<file path="src/hw/rtl/word_lz_decompressor_defines.svh">
// Assertion macros shared by the decompressor RTL.
// No dependencies; included by the top level only.
`ifndef WORD_LZ_DECOMPRESSOR_DEFINES_SVH
`define WORD_LZ_DECOMPRESSOR_DEFINES_SVH

// Same-cycle implication, disabled while reset is high.
`define WLZD_ASSERT_IMPL(label, clk, rst, a, b) \
   label: assert property (@(posedge clk) disable iff (rst) (a) |-> (b)) \
      else $error("wlzd assertion failed");

// Next-cycle implication, disabled while reset is high.
`define WLZD_ASSERT_NEXT(label, clk, rst, a, b) \
   label: assert property (@(posedge clk) disable iff (rst) (a) |=> (b)) \
      else $error("wlzd assertion failed");

`endif

</file>
<file path="src/hw/rtl/wlzd_pkg.sv">
// Shared types and constants for the word LZ decompressor.
// No dependencies; imported by every module of the block.
package wlzd_pkg;

   localparam int BUF_WORDS = 512;
   localparam int ADDR_W    = $clog2(BUF_WORDS);
   localparam int CNT_W     = ADDR_W + 1;

   localparam logic [1:0] ACT_START = 2'd0;
   localparam logic [1:0] ACT_BODY  = 2'd1;
   localparam logic [1:0] ACT_DRAIN = 2'd2;
   localparam logic [1:0] ACT_TAIL  = 2'd3;

   localparam logic [3:0] ERR_NONE      = 4'd0;
   localparam logic [3:0] ERR_TAIL      = 4'd1;
   localparam logic [3:0] ERR_SHORT     = 4'd2;
   localparam logic [3:0] ERR_LONG      = 4'd3;
   localparam logic [3:0] ERR_LIT_OVER  = 4'd4;
   localparam logic [3:0] ERR_OUT_OVER  = 4'd5;
   localparam logic [3:0] ERR_OFFSET    = 4'd6;
   localparam logic [3:0] ERR_FINAL_LEN = 4'd7;
   localparam logic [3:0] ERR_MISUSE    = 4'd8;

   typedef enum logic [2:0] {
      PH_IDLE   = 3'd0,
      PH_CTRL   = 3'd1,
      PH_LIT0   = 3'd2,
      PH_MATCH0 = 3'd3,
      PH_LIT1   = 3'd4,
      PH_MATCH1 = 3'd5,
      PH_TAIL   = 3'd6
   } phase_type;

   typedef struct packed {
      logic is_start;
      logic is_body;
      logic is_drain;
      logic is_tail;
   } kind_type;

   typedef struct packed {
      kind_type     kind;
      logic [63:0]  data;
      logic [15:0]  clen;
      logic [15:0]  dlen;
   } item_type;

endpackage

</file>
<file path="src/hw/rtl/wlzd_front.sv">
// Front end: accepts input items, decodes the action and queues them.
// Depends on wlzd_pkg.
module wlzd_front import wlzd_pkg::*; (
   input  logic        clock,
   input  logic        reset,
   input  logic        req_valid,
   output logic        req_ready,
   input  logic [1:0]  req_action,
   input  logic [63:0] req_data_word,
   input  logic [15:0] req_compressed_length,
   input  logic [15:0] req_decompressed_length,
   output logic        q_valid,
   output item_type    q_item,
   input  logic        q_pop
);

   item_type   slot_ff [2];
   logic       head_ff, head_in;
   logic       tail_ff, tail_in;
   logic [1:0] count_ff, count_in;
   item_type   new_item;
   logic       push;

   always_comb begin
      new_item.kind.is_start = (req_action == ACT_START);
      new_item.kind.is_body  = (req_action == ACT_BODY);
      new_item.kind.is_drain = (req_action == ACT_DRAIN);
      new_item.kind.is_tail  = (req_action == ACT_TAIL);
      new_item.data = req_data_word;
      new_item.clen = req_compressed_length;
      new_item.dlen = req_decompressed_length;
   end

   assign req_ready = (count_ff != 2'd2);
   assign push      = req_valid && req_ready;
   assign q_valid   = (count_ff != 2'd0);
   assign q_item    = slot_ff[head_ff];

   always_comb begin
      head_in  = head_ff ^ (q_pop && q_valid);
      tail_in  = tail_ff ^ push;
      count_in = count_ff + {1'b0, push} - {1'b0, q_pop && q_valid};
   end

   always_ff @(posedge clock) begin
      if (reset) begin
         head_ff  <= 1'b0;
         tail_ff  <= 1'b0;
         count_ff <= 2'd0;
      end else begin
         head_ff  <= head_in;
         tail_ff  <= tail_in;
         count_ff <= count_in;
      end
   end

   always_ff @(posedge clock) begin
      if (push) begin
         slot_ff[tail_ff] <= new_item;
      end
   end

endmodule

</file>
<file path="config.mk">
export PLATFORM = sky130hd
export DESIGN_NAME = wlzd_front
export DESIGN_NICKNAME = d
export VERILOG_FILES = /design/src/hw/rtl/word_lz_decompressor_defines.svh /design/src/hw/rtl/wlzd_pkg.sv /design/src/hw/rtl/wlzd_front.sv
export SDC_FILE = /design/constraint.sdc
export NUM_CORES = 1
export LEC_CHECK = 0
export ABC_CLOCK_PERIOD_IN_PS = 3900
export BUFFER_PORTS_ARGS = -buffer_cell sky130_fd_sc_hd__buf_2
export CORE_MARGIN = 1.5
export CORE_UTILIZATION = 47
export DETAILED_ROUTE_END_ITERATION = 10
export PLACE_DENSITY = 0.77
export SLEW_MARGIN = 15
export SYNTH_ARGS = -nofsm -noshare
export SYNTH_HDL_FRONTEND = slang
export SYNTH_SLANG_ARGS = --single-unit
</file>
<file path="constraint.sdc">
create_clock -name clock -period 3.9 [get_ports clock]
set_clock_uncertainty 0.1 [all_clocks]
set_input_delay 1.17 -clock clock [delete_from_list [all_inputs] [get_ports clock]]
set_output_delay 1.17 -clock clock [all_outputs]
set_load 0.02 [all_outputs]
</file>
# ---- Word-level counts from Yosys, hierarchy flattened
# Memory sizes are Yosys's and may differ from the RTL's. A register that Yosys moved wholly into a read port is not among the register bits.
# Index checks and enable logic that the tools add are counted.
dict set report word_totals {
  output_inout_bits 102
  mem_count 1
  register_bits 4
  ramBits 200
}
dict set report op_classes {
  add_sub_neg 2
  mux 3
  eq_ne 4
  bitwise 2
  n_reduce_logical 4
}
# memory depth width rd rd_ports_with_merged_regs wr line_no
set memory_table {}
lappend memory_table {slot_ff 2 100 1 1 1 wlzd_front.sv:17} ;# item_type slot_ff [2];
# operator count
set ops {}
lappend ops {{== test 2 bit, second input constant} 2}
lappend ops {{two-way mux 1 bit} 3}
lappend ops {{adder 2 x 1 -> 2 bit} 1}
lappend ops {{== test 2 x 1 -> 1 bit, second input constant} 1}
lappend ops {{logical AND 1 bit} 2}
lappend ops {{logical NOT 2 bit} 1}
lappend ops {{!= test 2 bit, second input constant} 1}
lappend ops {{nonzero test 2 bit} 1}
lappend ops {{subtractor 2 x 1 -> 2 bit} 1}
lappend ops {{bitwise XOR 1 bit} 2}

# ---- Longest topological paths before layout
# Gate-level depths: netlist (run 1).
dict set report depth {
  ltp_word 4
  mapped_depth 6
  ltp_nobuf 6
}

# ---- Worst setup path before layout (run 1)
# OpenSTA, ideal clock, no wires.
dict set report synth_timing {
  path_type {in2reg}
  from {input req_valid}
  to {memory slot_ff[0][0] in the netlist's numbering (enable)}
  setup_time_ns 0.471
  arrival_time_ns 3.644
  stages 2
  path_buffers 0
  setup_slack_ns -0.315
  path_cell_list {and2_1 > ha_1}
}
dict set report synth_between {
  elab_chain_cells 3
}
# element line_no
set synth_rtl {}
lappend synth_rtl {{start: declaration} wlzd_front.sv:6} ;# input logic req_valid,
lappend synth_rtl {{logical AND 1 bit} wlzd_front.sv:35} ;# assign push = req_valid && req_ready;
lappend synth_rtl {{two-way mux 1 bit} wlzd_front.sv:58} ;# if (push) begin
lappend synth_rtl {{two-way mux 1 bit (implied by the code)} wlzd_front.sv:59} ;# slot_ff[tail_ff] <= new_item;
lappend synth_rtl {{end: declaration} wlzd_front.sv:17}
# No other way between the ends.

==> impl_results.rst, run 1 <==
.. list-table::
   :header-rows: 1

   * - Metric
     - Value
   * - Run status
     - completed
   * - Count of standard-cell rows
     - 46
   * - Maximum vdd ir drop
     - about 0.34 mV
   * - Required @ worst endpoint
     - between 2 and 3 ns
   * - Wire length per cell after detailed routing
     - about 18 um
   * - Area share of xor/xnor cells in the synthesized design
     - 0.00117
   * - Number of H-tree branching levels
     - 1
   * - Fraction of synthesized area in multiplexers
     - 0.152
   * - Max-Cap Viols
     - 0
   * - Drt total wl
     - ~14000 um
   * - Clock root buffer master
     - sky130_fd_sc_hd__clkbuf_16
   * - Leading post-synthesis cells by instance count
     - 200 x sky130_fd_sc_hd__edfxtp_1, 100 x sky130_fd_sc_hd__mux2_2, 9 x sky130_fd_sc_hd__buf_6
   * - Port Buffers
     - roughly 200
   * - Worst hold stages
     - 3
   * - Largest cells by area after synthesis
     - sky130_fd_sc_hd__edfxtp_1 80%, sky130_fd_sc_hd__mux2_2 15%, sky130_fd_sc_hd__buf_6 1.4%
   * - Quantity of hold-fixing buffers added after cts
     - 0
   * - Sinks on Clock Net
     - 204
   * - Total congestion overflow after global routing
     - 0
   * - Worst-Margin Slew
     - 0.706 ns
   * - Synthesized flop and latch total
     - roughly 200
   * - Kind of end point of the critical path
     - primary output
   * - Iteration-0 DRC count of the detailed router
     - 202
   * - Number of library cell types mapped by synthesis
     - 22
   * - Maximum clock rate
     - 302 MHz
   * - Setup slack, reg-to-reg
     - 1.72 ns
   * - Mean cell area of the mapped netlist
     - about 22 um^2
   * - Leakage component of the power
     - 3.49 nW
   * - Number of global-route vias before repair
     - 4132
   * - Slowest cell on the critical path
     - sky130_fd_sc_hd__dfxtp_4
   * - Height of the die
     - between 100 and 150 um
   * - Die area
     - 16700 um^2
   * - Total negative slack
     - 0 ns
   * - Ratio of total power to cell area
     - approximately 640 nW/um^2
   * - Area fraction in and, or, nand and nor cells after synthesis
     - 0.0123
   * - Clock insertion delay at the later pin of the skew report
     - between 0.4 and 0.5 ns
   * - Starting Density
     - 0.478
   * - Slew margin rel.
     - 0.529
   * - Depth of the most critical reg-to-reg path
     - 4
   * - Critical path data arrival time
     - 2.04 ns
   * - Share of synthesized cell area in full adder, half adder and majority cells
     - 0.00334
   * - Portion of the clock cycle consumed by the worst path in the final layout
     - 0.849
   * - Area fraction in compound gates after synthesis
     - 0.00484
   * - Iteration count of the initial detailed-routing pass
     - 4
   * - Endpoint of the worst-slack reg-to-reg timing path
     - slot_ff[0][87]
   * - Reg clk slew, reported paths
     - about 0.06 ns
   * - Mapped cell area
     - approximately 7500 um^2
   * - Clock period minus final worst setup slack
     - roughly 3.3 ns
   * - Share of synthesized registers carrying an async set or reset
     - 0
   * - Final setup violation count
     - 0
   * - Power share of the sequential group
     - 0.468
   * - Final layout net count
     - between 600 and 700
   * - Growth of design area from synthesis to finish
     - 25.2%
   * - Wire length of the first global-routing pass
     - ~21000 um
   * - Kind of critical path
     - flip-flop to primary output
   * - Antenna violations before repair
     - 0
   * - Net switching share of the total power
     - 0.278
   * - Dominant combinational cell family by area after synthesis
     - multiplexers
   * - DRC
     - 0
   * - Die Width
     - about 130 um
   * - Max Fanout on Critical Path
     - 31
   * - Placer Congestion
     - around 0.75
   * - Multi-input logic area
     - 1320 um^2
   * - Critical path, cell by cell
     - buf_4 -> mux2_2 -> buf_2
   * - Ports placed on the boundary
     - about 200
   * - Top flip-flop cell by instance count after synthesis
     - sky130_fd_sc_hd__edfxtp_1
   * - Post-DP HPWL
     - between 9000 and 10000 um
   * - Register area share after synthesis
     - 0.811
   * - Most instantiated library cell after synthesis
     - sky130_fd_sc_hd__edfxtp_1
   * - Share of post-route cells with drive strength above 1
     - 0.586
   * - Reg-to-reg startpoint
     - count_ff[0]
   * - Count of synthesis-stage warnings from yosys
     - 0
   * - Standard cell core area
     - around 16000 um^2
   * - Filler Cells Inserted
     - approximately 1200
   * - Total placed cells including tap cells
     - between 700 and 800
   * - Source of the critical timing path
     - head_ff
   * - Fraction of post-synthesis cell area in the top cell type by area
     - 0.800
   * - Post-synthesis cell count
     - 342
   * - Aggregate global-route resource usage
     - 0.160
   * - Tightest Hold Check Type
     - flip-flop to flip-flop
   * - Worst Setup EP
     - q_item[88]
   * - Number of enable-type register cells in the synthesized netlist
     - 200
   * - Average via count per standard cell
     - 4.88
   * - Maximum clock insertion buffer count
     - 3
   * - Setup repair after global routing missed its margin
     - no
   * - Pin count of the biggest net entering global routing
     - between 50 and 60
   * - TritonCTS clock tree
     - done
   * - Number of hold violations in the final report
     - 0
   * - Share of total power in the clock network
     - 0.300
   * - Via total after detailed routing
     - about 3900
   * - CTS buffer count
     - 21
   * - Post-route antenna net violation count
     - 0
   * - Power spent charging and discharging nets
     - 0.00167 W
   * - Combinational power share
     - 0.232
   * - Max-slew violation total from the final report
     - 0
   * - Resized Gates After CTS
     - 0
   * - Final std cells w/o fill
     - approximately 790
   * - Crit-path max cell delay
     - between 0.6 and 0.7 ns
   * - Total nets after synthesis
     - approximately 450
   * - Cell taking the most area after synthesis
     - sky130_fd_sc_hd__edfxtp_1
   * - Type of element launching the critical path
     - flip-flop
   * - Count of buffers added by post-CTS timing repair for setup
     - 0
   * - Design internal power
     - about 0.0044 W
   * - Area taken by flip-flops and latches
     - around 6100 um^2
==> per-layer routing <==
layer  track usage  vias to the layer above  wire (um)
met4        0.0529                        0        343
li1              -                     1800          -
met2         0.286                      145       7160
met1         0.186                     1900       5400
met5             0                        -          0
met3        0.0462                       30       1050
==> registers in the layout (all words and copies together), names as in the netlist <==
signal	flops
count_ff	2
head_ff	1
tail_ff	1
slot_ff	200
==> stage by stage <==
step | hold slack (ns) | instance area (um^2) | power [W] | util | worst slack, ns
finish | 0.509 | 9400 | 0.00603 | 0.598 | 0.590
global route | 0.545 | 9390 | 0.00628 | 0.598 | 0.477
CTS | 0.509 | 9390 | 0.00610 | 0.598 | 0.564
detailed placement | 0.499 | 8780 | 0.00428 | 0.559 | 1.06
global placement | 0.484 | 8780 | 0.00423 | 0.559 | 1.10
floorplan | 0.453 | 7510 | 0.00383 | - | 0.758
==> worst max-delay path: cells and delay by family (launching register included) <==
family,cells,cell delay [ns]
buffers and inverters,2,0.53
DFF,1,0.63
muxes,1,0.38
==> final cells by class <==
class | count | area share
clock buffers | 32 | 0.0603
diodes | 1 | 0.000266
clock inverters | 5 | 0.00506
multi-input cells | 126 | 0.140
flip-flops and latches | 204 | 0.648
repair buffers | 209 | 0.117
well taps | 216 | 0.0288
inverters | 1 | 0.000399
==> power by group through the flow <==
| stage | combinational, W | clock (W) | sequential (W) |
|---|---|---|---|
| after floorplan | 0.00102 | 0 | 0.00281 |
| after global placement | 0.00139 | 0 | 0.00285 |
| after detailed placement | 0.00141 | 0 | 0.00286 |
| after CTS | 0.00142 | 0.00186 | 0.00282 |
| after global routing | 0.00149 | 0.00194 | 0.00284 |
| final | 0.00140 | 0.00181 | 0.00282 |
==> worst min path at each step <==
stage | slack [ns] | to | from
2_1_floorplan | 0.45 | tail_ff | tail_ff
3_3_place_gp | 0.48 | tail_ff | tail_ff
3_5_place_dp | 0.50 | tail_ff | tail_ff
4_1_cts | 0.51 | tail_ff | tail_ff
5_1_grt | 0.55 | tail_ff | tail_ff
6_report | 0.51 | tail_ff | tail_ff
==> cell usage in the layout, fill, tap and decap left out, types with 2 or more instances in the layout <==
master,netlist,routed
sky130_fd_sc_hd__and2_1,2,2
sky130_fd_sc_hd__buf_12,0,3
sky130_fd_sc_hd__buf_2,1,203
sky130_fd_sc_hd__buf_4,1,3
sky130_fd_sc_hd__clkbuf_1,0,11
sky130_fd_sc_hd__clkbuf_16,0,21
sky130_fd_sc_hd__clkinv_1,0,2
sky130_fd_sc_hd__clkinv_2,0,2
sky130_fd_sc_hd__dfxtp_1,4,3
sky130_fd_sc_hd__edfxtp_1,200,200
sky130_fd_sc_hd__mux2_2,100,100
sky130_fd_sc_hd__nor2_1,6,6
sky130_fd_sc_hd__nor2b_1,4,4
sky130_fd_sc_hd__o21ai_0,2,2
==> cells by family after synthesis <==
logic type	Yosys count
adders and majority gates	2
AOI/OAI and AO/OA	5
and+or+nand+nor	17
buffers and inverters	12
xor gates and xnor gates	1
muxes	101
DFF	204
Power figures use the tool's default switching activity.
==> run 2: changes to the inputs <==
- ABC_AREA: unset -> 1
- ABC_CLOCK_PERIOD_IN_PS: 3900 -> 3350
- CORE_UTILIZATION: 47 -> 52
- PLACE_DENSITY: 0.77 -> 0.8
- clock period: 3.9 -> 3.35 ns (I/O delays scaled with it)
==> impl_results.rst, run 2 <==
.. list-table::
   :header-rows: 1

   * - Metric
     - Value
   * - Max Fanout on Critical Path
     - 51
   * - Standard cell core area
     - around 14000 um^2
   * - Total negative slack
     - 0 ns
   * - Ratio of total power to cell area
     - approximately 830 nW/um^2
   * - Dominant delay contributor by cell family on the critical path
     - buffers and inverters
   * - Most instantiated library cell after synthesis
     - sky130_fd_sc_hd__nand2_1
   * - Run status
     - completed
   * - Average via count per standard cell
     - ~4.8
   * - Worst-case setup slack after placement
     - between 0.7 and 0.8 ns
   * - Largest cells by area after synthesis
     - sky130_fd_sc_hd__edfxtp_1 80%, sky130_fd_sc_hd__nand2_1 15%, sky130_fd_sc_hd__buf_6 1.3%
   * - Share of post-route cells with drive strength above 1
     - 0.310
   * - Total placed cells including tap cells
     - between 900 and 1000
   * - Largest regs
     - slot_ff: 200 flops, count_ff: 2 flops
   * - Max-Cap Viols
     - 0
   * - Placer Congestion
     - about 0.85
   * - Quantity of hold-fixing buffers added after cts
     - 0
   * - Net switching share of the total power
     - 0.334
   * - Antenna violations before repair
     - 0
   * - Kind of critical path
     - flip-flop to primary output
   * - Synthesized flop and latch total
     - 204
   * - Setup repair after global routing missed its margin
     - no
   * - Aggregate global-route resource usage
     - 0.185
   * - Crit-path max cell delay
     - 0.44 ns
   * - Clock period minus final worst setup slack
     - approximately 2.8 ns
   * - Total congestion overflow after global routing
     - 0
   * - Number of enable-type register cells in the synthesized netlist
     - 200
   * - Mapped cell area
     - around 7600 um^2
   * - Pin count of the biggest net entering global routing
     - 102
   * - Number of global-route vias before repair
     - 4638
   * - Post-route antenna net violation count
     - 0
   * - Reg clk slew, reported paths
     - approximately 0.060 ns
   * - Largest register by flop count
     - slot_ff
   * - Power share of the sequential group
     - 0.437
   * - Worst-Margin Slew
     - 0.544 ns
   * - Fraction of post-synthesis cell area in the top cell type by area
     - 0.795
   * - Placed standard-cell area
     - 8770 um^2
   * - Final std cells w/o fill
     - 968
   * - Clock root buffer master
     - sky130_fd_sc_hd__clkbuf_16
   * - Count of synthesis-stage warnings from yosys
     - 0
   * - Port Buffers
     - 203
   * - CTS buffer count
     - 21
   * - Register area share after synthesis
     - 0.806
   * - Leading cell type in the layout, fill and taps excluded
     - sky130_fd_sc_hd__nand2_1
   * - Drt total wl
     - 14600 um
   * - Post-DP HPWL
     - roughly 9500 um
   * - Number of hold violations in the final report
     - 0
   * - Largest register FFs
     - 200
   * - Kind of end point of the critical path
     - primary output
   * - Share of synthesized registers carrying an async set or reset
     - 0
   * - Leading post-synthesis cells by instance count
     - 307 x sky130_fd_sc_hd__nand2_1, 200 x sky130_fd_sc_hd__edfxtp_1, 12 x sky130_fd_sc_hd__inv_1
   * - Power spent charging and discharging nets
     - ~0.0026 W
   * - Iteration count of the initial detailed-routing pass
     - 5
   * - Post-synthesis cell count
     - around 560
   * - Maximum vdd ir drop
     - 0.563 mV
   * - Final std cell area, no fill
     - between 9000 and 10000 um^2
   * - Die Width
     - 124 um
   * - Critical path data arrival time
     - ~1.7 ns
   * - Worst setup margin
     - between 0.5 and 0.6 ns
   * - Portion of the clock cycle consumed by the worst path in the final layout
     - 0.842
   * - Number of diodes
     - 0
   * - Sinks on Clock Net
     - about 200
   * - Count of buffers added by post-CTS timing repair for setup
     - 0
   * - Wire length per cell after detailed routing
     - about 15 um
   * - Clock insertion delay at the later pin of the skew report
     - 0.47 ns
   * - Slowest cell on the critical path
     - sky130_fd_sc_hd__buf_4
   * - Share of total power in the clock network
     - 0.267
   * - Tightest Hold Check Type
     - flip-flop to flip-flop
   * - Number of H-tree branching levels
     - 1
   * - Buffer and inverter count on the worst path
     - 2
   * - Design internal power
     - between 0.005 and 0.006 W
   * - Count of standard-cell rows
     - 43
   * - Mean cell area of the mapped netlist
     - about 13 um^2
   * - Type of element launching the critical path
     - flip-flop
   * - Maximum clock insertion buffer count
     - 3
   * - Final setup violation count
     - 0
   * - Die area
     - 15300 um^2
   * - Critical path, cell by cell
     - buf_4 -> nand2_1 -> nand2_1 -> buf_2
   * - Total nets after synthesis
     - 667
   * - Maximum clock rate
     - around 350 MHz
   * - Max-slew violation total from the final report
     - 0
   * - Final Power
     - just under 0.008 W
   * - Height of the die
     - roughly 120 um
   * - Number of library cell types mapped by synthesis
     - 16
   * - Growth of design area from synthesis to finish
     - 24.3%
   * - Slew margin rel.
     - 0.637
   * - Combinational power share
     - 0.297
   * - Wire length of the first global-routing pass
     - between 20000 and 25000 um
   * - TritonCTS clock tree
     - done
   * - Leakage component of the power
     - about 4 nW
   * - Cell taking the most area after synthesis
     - sky130_fd_sc_hd__edfxtp_1
   * - Most frequent cells in the layout
     - 307 x sky130_fd_sc_hd__nand2_1, 203 x sky130_fd_sc_hd__buf_2, 200 x sky130_fd_sc_hd__edfxtp_1, 21 x sky130_fd_sc_hd__clkbuf_16, 12 x sky130_fd_sc_hd__inv_1
   * - Resized Gates After CTS
     - 0
   * - CP dominant cell by count
     - sky130_fd_sc_hd__nand2_1
   * - Top flip-flop cell by instance count after synthesis
     - sky130_fd_sc_hd__edfxtp_1
   * - Required @ worst endpoint
     - 2.24 ns
   * - DRC
     - 0
   * - Ports placed on the boundary
     - about 200
   * - Via total after detailed routing
     - roughly 4700
   * - Iteration-0 DRC count of the detailed router
     - 284
   * - Final layout net count
     - about 900
   * - Starting Density
     - 0.538
run 2: cell types whose count changed in the layout (fill, tap and decap cells not counted), sizes merged, moves of 2 or more:
| cell | previous run | this run |
|---|---|---|
| inv | 1 | 12 |
| mux2 | 101 | 0 |
| clkinv | 4 | 13 |
| and2 | 2 | 0 |
| nor2b | 4 | 0 |
| buf | 209 | 211 |
| clkbuf | 32 | 23 |
| nand2 | 0 | 307 |
| nor2 | 6 | 10 |
run 2: kinds of logic (layout without fill, tap and decap cells):
| group | count (synthesis) | count (layout) | synth area share |
|---|---|---|---|
| and+or+nand+nor | 319 | 319 | 0.159 |
| DFF | 204 | 204 | 0.806 |
| buffers and inverters | 35 | 260 | 0.0292 |
| adders and majority gates | 2 | 2 | 0.00331 |
| AOI/OAI and AO/OA | 2 | 2 | 0.00132 |
| xor gates and xnor gates | 1 | 1 | 0.00116 |
run 2: path summary, 6_finish.rpt:
| path | endpoint | cells after the start | startpoint | slack [ns] |
|---|---|---|---|---|
| hold / removal | count_ff[0] | 3 | count_ff[0] | 0.53 |
| hold reg to reg | count_ff[0] | 3 | count_ff[0] | 0.53 |
| setup / recovery | q_item[65] | 4 | head_ff | 0.53 |
| setup reg to reg | slot_ff[0][88] | 6 | count_ff[0] | 1.36 |
run 2: per-stage QoR:
stage,util,hold slack [ns]
6_report,0.669,0.532
4_1_cts,0.669,0.536
2_1_floorplan,-,0.477
3_3_place_gp,0.625,0.499
5_1_grt,0.669,0.575
3_5_place_dp,0.625,0.522
run 2: final cells by class:
| class | instances | area [um^2] |
|---|---|---|
| flip-flops and latches | 204 | 6090 |
| fillers | 1008 | 4650 |
| multi-input cells | 324 | 1270 |
| repair buffers | 211 | 1140 |
| clock buffers | 23 | 533 |
| well taps | 180 | 225 |
| clock inverters | 13 | 86.3 |
| inverters | 13 | 50.0 |
run 2: worst reg2reg max path, stage by stage (launching register included):
cell	delay, ns
sky130_fd_sc_hd__dfxtp_1	0.35
sky130_fd_sc_hd__inv_1	0.05
sky130_fd_sc_hd__nand2_1	0.08
sky130_fd_sc_hd__nand2_1	0.18
sky130_fd_sc_hd__inv_1	0.15
sky130_fd_sc_hd__ha_4	0.49
sky130_fd_sc_hd__buf_12	0.28
run 2: routing by layer:
metal  vias up  routed length, um  GRT usage  part of all wire
met2       184               7300      0.326              0.50
met1      2176               5670      0.219              0.39
met5         -                  0          0                 0
met3        24               1420     0.0595             0.098
li1       2308                  -          -                 -
met4         0                180     0.0517             0.012
run 2: power groups by stage:
stage / Clock (W) / Combinational (W) / Sequential, W
2_1_floorplan: 0 / 0.00154 / 0.00346
3_3_place_gp: 0 / 0.00229 / 0.00345
3_5_place_dp: 0 / 0.00234 / 0.00347
4_1_cts: 0.00213 / 0.00235 / 0.00341
5_1_grt: 0.00223 / 0.00255 / 0.00344
6_report: 0.00208 / 0.00232 / 0.00341
